--- config.mk ---
export PLATFORM = sky130hd
export DESIGN_NAME = mac_text_to_magic_packet_unit
export DESIGN_NICKNAME = d
export VERILOG_FILES = /design/src/rtl/mtmp_pkg.sv /design/src/rtl/mtmp_front.sv /design/src/rtl/mtmp_queue.sv /design/src/rtl/mtmp_back.sv /design/src/rtl/mac_text_to_magic_packet_unit.sv
export VERILOG_INCLUDE_DIRS = /design/src /design/src/rtl
export SDC_FILE = /design/constraint.sdc
export NUM_CORES = 1
export LEC_CHECK = 0
export ABC_AREA = 1
export BUFFER_PORTS_ARGS = -buffer_cell sky130_fd_sc_hd__buf_2
export CAP_MARGIN = 25
export CORE_MARGIN = 2
export CORE_UTILIZATION = 35
export DETAILED_ROUTE_END_ITERATION = 10
export PLACE_DENSITY = 0.59
export SKIP_CTS_REPAIR_TIMING = 1
export SLEW_MARGIN = 20
export SYNTH_ARGS = -nofsm -noshare
export SYNTH_HDL_FRONTEND = slang
export SYNTH_HIERARCHICAL = 1
export SYNTH_SLANG_ARGS = --single-unit
--- constraint.sdc ---
create_clock -name clk_i -period 4.6 [get_ports clk_i]
set_input_delay 0.92 -clock clk_i [delete_from_list [all_inputs] [get_ports clk_i]]
set_output_delay 0.92 -clock clk_i [all_outputs]
set_load 0.02 [all_outputs]
--- src/rtl/mac_text_to_magic_packet_unit_defines.svh ---
// Assertion macros used by mtmp_back.sv.
`ifndef MAC_TEXT_TO_MAGIC_PACKET_UNIT_DEFINES_SVH
`define MAC_TEXT_TO_MAGIC_PACKET_UNIT_DEFINES_SVH

// Check a property on every rising clock edge outside reset.
`define MTMP_ASSERT(lbl, prop, msg) \
  lbl: assert property (@(posedge clk_i) disable iff (!rst_ni) (prop)) else $error(msg);

// Check that a condition never holds outside reset.
`define MTMP_ASSERT_NEVER(lbl, cond, msg) \
  lbl: assert property (@(posedge clk_i) disable iff (!rst_ni) !(cond)) else $error(msg);

`endif

--- src/rtl/mtmp_pkg.sv ---
package mtmp_pkg;

  localparam int unsigned AddrW          = 48;
  localparam int unsigned PosW           = 5;
  localparam int unsigned RepeatCountDef = 16;
  localparam int unsigned QueueDepthDef  = 2;

  localparam logic [PosW-1:0] TextLen = 5'd17;
  localparam logic [PosW-1:0] PosSat  = 5'd18;

  localparam logic [7:0] CharColon  = 8'h3A;
  localparam logic [7:0] CharHyphen = 8'h2D;

  localparam logic [AddrW-1:0] AllOnes = {AddrW{1'b1}};

  typedef struct packed {
    logic             bad;
    logic [AddrW-1:0] addr;
  } job_t;

  typedef struct packed {
    logic not_empty;
    logic full;
  } queue_status_t;

endpackage

--- src/rtl/mtmp_front.sv ---
module mtmp_front import mtmp_pkg::*; (
  input  logic                clk_i,
  input  logic                rst_ni,
  input  logic                in_valid_i,
  output logic                in_ready_o,
  input  logic [7:0]          character_i,
  input  logic                text_end_i,
  input  queue_status_t       q_status_i,
  output logic                push_o,
  output job_t                job_o
);

  logic [PosW-1:0]  pos_q, pos_d;
  logic             err_q, err_d;
  logic [AddrW-1:0] addr_q, addr_d;
  logic             is_sep;
  logic             hex_ok;
  logic [3:0]       nib;
  logic             accept;

  always_comb begin
    hex_ok = 1'b1;
    nib    = 4'd0;
    if (character_i >= 8'h30 && character_i <= 8'h39) begin
      nib = 4'(character_i - 8'h30);
    end else if (character_i >= 8'h61 && character_i <= 8'h66) begin
      nib = 4'(character_i - 8'h57);
    end else if (character_i >= 8'h41 && character_i <= 8'h46) begin
      nib = 4'(character_i - 8'h37);
    end else begin
      hex_ok = 1'b0;
    end
  end

  assign is_sep = pos_q inside {5'd2, 5'd5, 5'd8, 5'd11, 5'd14};

  always_comb begin
    err_d  = err_q;
    pos_d  = pos_q;
    addr_d = addr_q;
    if (pos_q >= TextLen) begin
      err_d = 1'b1;
    end else if (is_sep) begin
      if (character_i != CharColon && character_i != CharHyphen) err_d = 1'b1;
    end else if (!hex_ok) begin
      err_d = 1'b1;
    end else begin
      addr_d = {addr_q[AddrW-5:0], nib};
    end
    if (pos_q < PosSat) pos_d = pos_q + 5'd1;
  end

  assign in_ready_o = !q_status_i.full;
  assign accept     = in_valid_i && in_ready_o;
  assign push_o     = accept && text_end_i;
  assign job_o.bad  = err_d || (pos_d != TextLen);
  assign job_o.addr = addr_d;

  always_ff @(posedge clk_i or negedge rst_ni) begin
    if (!rst_ni) begin
      pos_q  <= '0;
      err_q  <= 1'b0;
      addr_q <= '0;
    end else if (accept) begin
      if (text_end_i) begin
        pos_q  <= '0;
        err_q  <= 1'b0;
        addr_q <= '0;
      end else begin
        pos_q  <= pos_d;
        err_q  <= err_d;
        addr_q <= addr_d;
      end
    end
  end

endmodule

--- src/rtl/mtmp_queue.sv ---
module mtmp_queue import mtmp_pkg::*; #(
  parameter int unsigned Depth = QueueDepthDef
) (
  input  logic          clk_i,
  input  logic          rst_ni,
  input  logic          push_i,
  input  job_t          job_i,
  input  logic          pop_i,
  output job_t          job_o,
  output queue_status_t status_o
);

  localparam int unsigned PtrW = (Depth > 1) ? $clog2(Depth) : 1;
  localparam int unsigned CntW = $clog2(Depth + 1);

  job_t            mem_q [Depth];
  logic [PtrW-1:0] wr_q, rd_q;
  logic [CntW-1:0] cnt_q;
  logic            do_push, do_pop;

  assign status_o.not_empty = (cnt_q != '0);
  assign status_o.full      = (cnt_q == CntW'(Depth));
  assign do_push            = push_i && !status_o.full;
  assign do_pop             = pop_i && status_o.not_empty;
  assign job_o              = mem_q[rd_q];

  function automatic logic [PtrW-1:0] next_ptr(input logic [PtrW-1:0] p);
    logic [PtrW-1:0] r;
    if (p == PtrW'(Depth - 1)) r = '0;
    else r = p + PtrW'(1);
    return r;
  endfunction

  always_ff @(posedge clk_i) begin
    if (do_push) mem_q[wr_q] <= job_i;
  end

  always_ff @(posedge clk_i or negedge rst_ni) begin
    if (!rst_ni) begin
      wr_q  <= '0;
      rd_q  <= '0;
      cnt_q <= '0;
    end else begin
      if (do_push) wr_q <= next_ptr(wr_q);
      if (do_pop) rd_q <= next_ptr(rd_q);
      if (do_push && !do_pop) cnt_q <= cnt_q + CntW'(1);
      else if (do_pop && !do_push) cnt_q <= cnt_q - CntW'(1);
    end
  end

endmodule

--- src/rtl/mtmp_back.sv ---
`include "mac_text_to_magic_packet_unit_defines.svh"

module mtmp_back import mtmp_pkg::*; #(
  parameter int unsigned RepeatCount = RepeatCountDef
) (
  input  logic             clk_i,
  input  logic             rst_ni,
  input  queue_status_t    q_status_i,
  input  job_t             job_i,
  output logic             pop_o,
  output logic             out_valid_o,
  input  logic             out_ready_i,
  output logic [AddrW-1:0] payload_word_o,
  output logic             word_last_o,
  output logic             status_o
);

  localparam int unsigned CntW = $clog2(RepeatCount + 1);

  logic [CntW-1:0]  cnt_q;
  logic             out_valid_q;
  logic [AddrW-1:0] word_q;
  logic             last_q, status_q;
  logic             load;
  logic             is_last;
  logic [AddrW-1:0] word_d;

  assign load    = q_status_i.not_empty && (!out_valid_q || out_ready_i);
  assign is_last = job_i.bad || (cnt_q == CntW'(RepeatCount));
  assign pop_o   = load && is_last;

  always_comb begin
    if (job_i.bad) word_d = '0;
    else if (cnt_q == '0) word_d = AllOnes;
    else word_d = job_i.addr;
  end

  always_ff @(posedge clk_i or negedge rst_ni) begin
    if (!rst_ni) begin
      out_valid_q <= 1'b0;
      cnt_q       <= '0;
    end else begin
      if (load) begin
        out_valid_q <= 1'b1;
        cnt_q       <= is_last ? '0 : cnt_q + CntW'(1);
      end else if (out_ready_i) begin
        out_valid_q <= 1'b0;
      end
    end
  end

  always_ff @(posedge clk_i) begin
    if (load) begin
      word_q   <= word_d;
      last_q   <= is_last;
      status_q <= job_i.bad;
    end
  end

  assign out_valid_o    = out_valid_q;
  assign payload_word_o = word_q;
  assign word_last_o    = last_q;
  assign status_o       = status_q;

  `MTMP_ASSERT(bad_word_zero_a, (out_valid_q && status_q) |-> (last_q && word_q == '0), "bad result not zero/last")
  `MTMP_ASSERT_NEVER(cnt_overrun_a, cnt_q > CntW'(RepeatCount), "word counter overrun")
  `MTMP_ASSERT_NEVER(bad_job_advanced_a, q_status_i.not_empty && job_i.bad && cnt_q != '0, "bad request advanced counter")

endmodule

--- src/rtl/mac_text_to_magic_packet_unit.sv ---
// Wake-on-LAN magic packet builder. Address text enters one character per request
// on the input channel; text_end_i marks the final character. On the final
// character a valid 17-character address yields 1 + REPEAT_COUNT result words
// (all-ones, then the address), one per cycle while the output is ready; any
// other text yields one result with status 1 and a zero word. Finished texts
// wait in a two-entry queue between the character parser and the word
// sequencer, so the input stalls only when that queue is full, i.e. when two
// completed texts are still being sent.
module mac_text_to_magic_packet_unit import mtmp_pkg::*; #(
  parameter int unsigned REPEAT_COUNT = RepeatCountDef
) (
  input  logic             clk_i,
  input  logic             rst_ni,
  input  logic             in_valid_i,
  output logic             in_ready_o,
  input  logic [7:0]       character_i,
  input  logic             text_end_i,
  output logic             out_valid_o,
  input  logic             out_ready_i,
  output logic [AddrW-1:0] payload_word_o,
  output logic             word_last_o,
  output logic             status_o
);

  queue_status_t q_status;
  job_t          push_job, head_job;
  logic          push, pop;

  mtmp_front u_front (
    .clk_i       (clk_i),
    .rst_ni      (rst_ni),
    .in_valid_i  (in_valid_i),
    .in_ready_o  (in_ready_o),
    .character_i (character_i),
    .text_end_i  (text_end_i),
    .q_status_i  (q_status),
    .push_o      (push),
    .job_o       (push_job)
  );

  mtmp_queue #(
    .Depth (QueueDepthDef)
  ) u_queue (
    .clk_i    (clk_i),
    .rst_ni   (rst_ni),
    .push_i   (push),
    .job_i    (push_job),
    .pop_i    (pop),
    .job_o    (head_job),
    .status_o (q_status)
  );

  mtmp_back #(
    .RepeatCount (REPEAT_COUNT)
  ) u_back (
    .clk_i          (clk_i),
    .rst_ni         (rst_ni),
    .q_status_i     (q_status),
    .job_i          (head_job),
    .pop_o          (pop),
    .out_valid_o    (out_valid_o),
    .out_ready_i    (out_ready_i),
    .payload_word_o (payload_word_o),
    .word_last_o    (word_last_o),
    .status_o       (status_o)
  );

endmodule
==> metrics.txt, run 1 <==
drt pass-1 iters 4; mean routed wirelength per cell 13.2 um; Slew Limit Headroom 43.5%; number of hold violations in the final report 0; # DRC 0; final net count 1106; synthesized flop and latch total 212; YS warnings 6; Slew @ Worst Pin 0.846 ns; Clock Latency Late Sink 0.51 ns; GRT Total Usage 13.6%; Final Setup Violations 0; die footprint 29500 um^2; area fraction of the dominant cell type after synthesis 45.1%; leakage dissipation 5.20 nW; pwr/cell area 629 nW/um^2; top_reg_cell synth edfxtp_1; via density per instance 4.50; synthesized cell area 9860 um^2; number of H-tree levels 1; number of CTS-inserted buffers 23; Final min period 2.74 ns; GRT Residual Overflow 0; Max Freq 364 MHz; run status finished, final reports clean; Synth area leader edfxtp_1; synth top area cells edfxtp_1, dfrtp_1, nand2_1; WS Path Type register to register; GR peak layer met2; TritonCTS clock tree yes; CP max FO 31; clock-pin slew on the worst setup and hold paths 0.06 ns; met2 Use GR 23.6%; I/O pin count 65; setup TNS 0 ns; global-route wire length before repair 32300 um; Detail Route Antenna Nets 0; largest net degree at the start of global routing 52; PortBufs 64; sequential area share after synthesis 61.3%; cells after synthesis 1023; vias 6645; Core Area 27800 um^2; hold crit path type input pin to asynchronous set/reset pin; initial DRC count 376; maximum VDD drop 0.000261 V; met1 Track Usage GR 18.2%; Antenna Cells 0; Die H 172 um; WL final 19500 um; Clock Tree Root clkbuf_16; Area growth, synth to finish 13.6%; Unique masters post-synth 33; WP data required 5.00 ns; clock sink count 212; async set or reset register ratio after synthesis 30.2%; initial core utilization 35.5%; Syn Nets 1047; Post-synth top cells nand2_1, edfxtp_1, inv_1; Worst Setup End Kind register; layout cells sized above 1 13.9%; unrepaired setup endpoints after global routing no; Clock Path Buffers 3; Tcrit/Tclk final 59.7%; Hold Worst Slack 0.435 ns; die width 172 um; vias in the first global route 6446; number of max-cap violations 0; dpl hpwl 12200 um; startpoint types register; Layout Skew 0.0244 ns; final slew viol count 0; Post-synth EDFFs 148; FP Rows 61; initial antenna violation count 0; met3 Track Usage GR 1.73%; routability cong. 0.823; top-count cell post-synth nand2_1; Post-Syn Area per Cell 9.64 um^2; Worst EP arrival 3.15 ns
layout make-up:
type                    count  area (um^2)
flip-flops and latches    212         6050
inverters                 141          534
fillers                  2740        16600
clock inverters             7         65.1
repair buffers             79          437
multi-input cells         625         3000
clock buffers              35          641
well taps                 378          473
placed cells by master (no fill, tap or decap), types with 3 or more instances in the layout:
cell type / n
a21oi_1: 30
a21oi_2: 21
and2_1: 46
buf_2: 64
buf_4: 14
clkbuf_1: 10
clkbuf_16: 23
clkinv_1: 3
dfrtp_1: 64
edfxtp_1: 148
ha_1: 11
inv_1: 135
inv_2: 4
nand2_1: 349
nand2_2: 5
nand3_1: 111
nand4_1: 5
nor2_1: 13
nor2_2: 3
nor2_4: 3
o21ai_0: 7
critical path, cell delays in order, from the launching register on:
cell and delay [ns]:
dfrtp_1 0.89, buf_4 0.50, nand2_1 0.11, nand2_2 0.12, inv_1 0.08, a21oi_2 0.27, nand2_2 0.10, ha_1 0.31
inv_1 0.08, nand3_1 0.07, nand2_1 0.06, nand2_1 0.04
where the power goes:
part	total [mW]	switching (mW)	internal (mW)
Clock	1.72	0.699	1.02
Combinational	2.39	1.71	0.679
Sequential	2.94	0.201	2.74
Total	7.05	2.61	4.43
metal layers:
metal | up-vias | share of wire (%)
li1 | 3392 | -
met1 | 3084 | 46
met2 | 149 | 48
met3 | 20 | 5.3
met4 | 0 | 1.5
met5 | - | 0
cells by family after synthesis:
logic type / after synthesis / synth area share, %
AND/OR/NAND/NOR: 545 / 24.2
flip-flops: 212 / 61.3
buffers and inverters: 186 / 8.48
AO/OA/AOI/OAI: 66 / 4.29
adder cells (fa/ha/maj): 11 / 1.40
XOR/XNOR: 3 / 0.267
stage by stage:
stage | instance area [um^2] | utilization, % | cells | worst slack [ns] | total power, mW
finish | 11200 | 40.3 | 1477 | 1.86 | 7.05
global route | 11200 | 40.3 | 1477 | 1.57 | 7.55
CTS | 11200 | 40.3 | 1476 | 1.81 | 7.14
detailed placement | 10500 | 37.7 | 1434 | 1.50 | 5.39
global placement | 10500 | 37.7 | 1434 | 1.57 | 5.36
floorplan | 9860 | - | 1023 | 0.592 | 4.80
final timing paths:
path                       slack [ns]          startpoint                 end  cells after the start
max                              1.86        u_queue/rd_q    u_queue/cnt_q[1]                     11
min                              0.43              rst_ni  u_back/out_valid_o                      1
max reg2reg                      1.86        u_queue/rd_q    u_queue/cnt_q[1]                     11
min reg2reg                      0.48  u_front/addr_q[30]  u_front/addr_q[30]                      2
max in group asynchronous        3.12              rst_ni  u_front/addr_q[23]                      2
min in group clk_i               0.48  u_front/addr_q[30]  u_front/addr_q[30]                      2
sequential cells by signal, indices dropped and copies added, names as in the netlist:
register,cells
u_back/word_last_o,1
u_back/cnt_q,5
u_queue/mem_q,98
u_front/pos_q,5
u_back/status_o,1
u_back/payload_word_o,48
u_queue/rd_q,1
u_front/err_q,1
u_queue/cnt_q,2
u_queue/wr_q,1
u_back/out_valid_o,1
u_front/addr_q,48
Power figures use the tool's default switching activity.
==> inputs of run 2 (changes only) <==
ABC_AREA = 0   (was 1)
PLACE_DENSITY = 0.61   (was 0.59)
clock period = 2.3 ns   (was 4.6 ns; I/O delays follow)
==> run 2 against run 1 <==
Compared with the run above:
- synthesized area is 1.5% lower
- sequential cell count stayed put
- sequential power is 83% higher
- global-route usage is 0.96 points lower
- sequential share of layout area is 0.48 points lower
- clock-buffer cell count is 5 lower
- power is 75% higher
- clock power is 110% higher
- non-clock buffer count is 15 higher
- die area is 1.5% lower
- worst hold slack worse by 0.19 ns
==> metrics.txt, run 2 <==
clock sink count 212; via density per instance 4.77; Clock Path Buffers 3; TritonCTS clock tree yes; unrepaired setup endpoints after global routing no; FP Rows 60; routability cong. 0.752; synthesized cell area 9710 um^2; WP data required 2.66 ns; die footprint 29100 um^2; Synth area leader edfxtp_1; Comb pwr share 27.3%; max FFs per register 98; number of CTS-inserted buffers 22; Clock Latency Late Sink 0.51 ns; mean routed wirelength per cell 14.7 um; final slew viol count 0; synth top area cells edfxtp_1, dfrtp_1, mux2_4; Unique masters post-synth 54; WS Path Type register to register; largest net degree at the start of global routing 57; Post-Syn Area per Cell 11.8 um^2; pwr/cell area 1090 nW/um^2; area taken by multi-input logic gates 3270 um^2; Worst EP arrival 2.53 ns; Post-synth EDFFs 148; top_reg_cell synth edfxtp_1; final net count 911; number of max-cap violations 0; WL final 18700 um; Layout Skew 0.0154 ns; Core Area 27100 um^2; die width 171 um; Max Freq 461 MHz; Detail Route Antenna Nets 0; number of H-tree levels 1; most common cell after layout, fill and taps aside nand2_1; vias 6088; initial antenna violation count 0; run status finished, final reports clean; P_sw 3.78 mW; Filler cells 2493; hold crit path type input pin to register; Slew @ Worst Pin 0.582 ns; initial core utilization 35.8%; clock-pin slew on the worst setup and hold paths 0.06 ns; drt pass-1 iters 5; final std cells w/o fill 1275; number of hold violations in the final report 0; dpl cells 1232; Clock power frac 29.2%; area fraction of the dominant cell type after synthesis 45.8%; cells after synthesis 822; leakage dissipation 4.64 nW; PortBufs 64; Antenna Cells 0; commonest cells after routing, fill and taps aside nand2_1, edfxtp_1, nor2_1; global-route wire length before repair 29900 um; Final Setup Violations 0; Switching Share 30.6%; I/O pin count 65; Power Internal 8.58 mW; dpl hpwl 11200 um; Tcrit/Tclk final 94.3%; Area growth, synth to finish 16.4%; YS warnings 6; CP max FO 56; Post-synth top cells nand2_1, edfxtp_1, nor2_1; Worst Setup End Kind register; Clock Tree Root clkbuf_16; GRT Total Usage 12.7%; Die H 171 um; initial DRC count 438; Reg power frac 43.5%; layout cells sized above 1 21.6%; # DRC 0; Final min period 2.17 ns; synthesized flop and latch total 212; top-count cell post-synth nand2_1; async set or reset register ratio after synthesis 30.2%; sequential area share after synthesis 62.3%; Hold Worst Slack 0.243 ns; setup TNS 0 ns; maximum VDD drop 0.000501 V; Syn Nets 846; Slew Limit Headroom 61.2%; vias in the first global route 5715; Largest Register u_queue/mem_q; startpoint types register; GRT Residual Overflow 0; Seq. cell area 6050 um^2
run 2: kinds of logic after synthesis:
kind of cell / share of synthesized area (%)
adders and majority gates: 1.42
buffers and inverters: 4.25
and+or+nand+nor: 14.7
AOI/OAI and AO/OA: 8.95
muxes: 7.80
xor gates and xnor gates: 0.632
DFF: 62.3
run 2: critical path: stages (launching register included):
cell and delay, ns:
dfrtp_2 0.44, buf_4 0.16, ha_1 0.18, mux2i_1 0.21, a32oi_2 0.14, a22o_4 0.32
buf_12 0.19, a22oi_1 0.25, o21ai_1 0.09
run 2: per-layer routing:
layer	vias up	wire length (um)	GRT usage, %
met5	-	0	0
met4	0	343	3.60
met3	25	785	1.85
met2	124	9140	21.4
met1	2942	8470	17.0
li1	2997	-	-
run 2: layout make-up:
type / instances / area share, %
sequential: 212 / 53.5
multi-input combinational: 543 / 29.0
timing repair buffer: 94 / 6.33
clock buffer: 30 / 5.68
tap: 372 / 4.12
clock inverter: 10 / 0.919
inverter: 14 / 0.465
run 2: power by group through the flow:
stage / registers, mW / logic [mW] / clock network (mW)
after floorplan: 5.78 / 2.19 / 0
after global placement: 5.43 / 3.38 / 0
after detailed placement: 5.45 / 3.42 / 0
after CTS: 5.38 / 3.43 / 3.70
after global routing: 5.45 / 3.69 / 3.86
final: 5.37 / 3.37 / 3.61
run 2: final timing paths:
path	cells after the start	slack (ns)	to	start
worst max-delay path	8	0.13	u_front/addr_q[26]	u_front/pos_q[1]
worst min-delay path	3	0.24	u_back/out_valid_o	out_ready_i
worst max register to register	8	0.13	u_front/addr_q[26]	u_front/pos_q[1]
worst min register to register	1	0.50	u_queue/cnt_q[1]	u_queue/cnt_q[1]
max in group asynchronous	3	1.21	u_front/addr_q[28]	rst_ni
min in group asynchronous	2	0.45	u_queue/cnt_q[1]	rst_ni
run 2: metrics by stage:
stage | util (%) | worst slack (ns) | total power, mW | area (um^2)
after floorplan | - | 0.0337 | 7.97 | 9720
after global placement | 38.7 | 0.111 | 8.81 | 10500
after detailed placement | 38.7 | 0.0260 | 8.87 | 10500
after CTS | 41.5 | 0.0496 | 12.5 | 11200
after global routing | 41.7 | 0.00324 | 13.0 | 11300
final | 41.7 | 0.132 | 12.4 | 11300
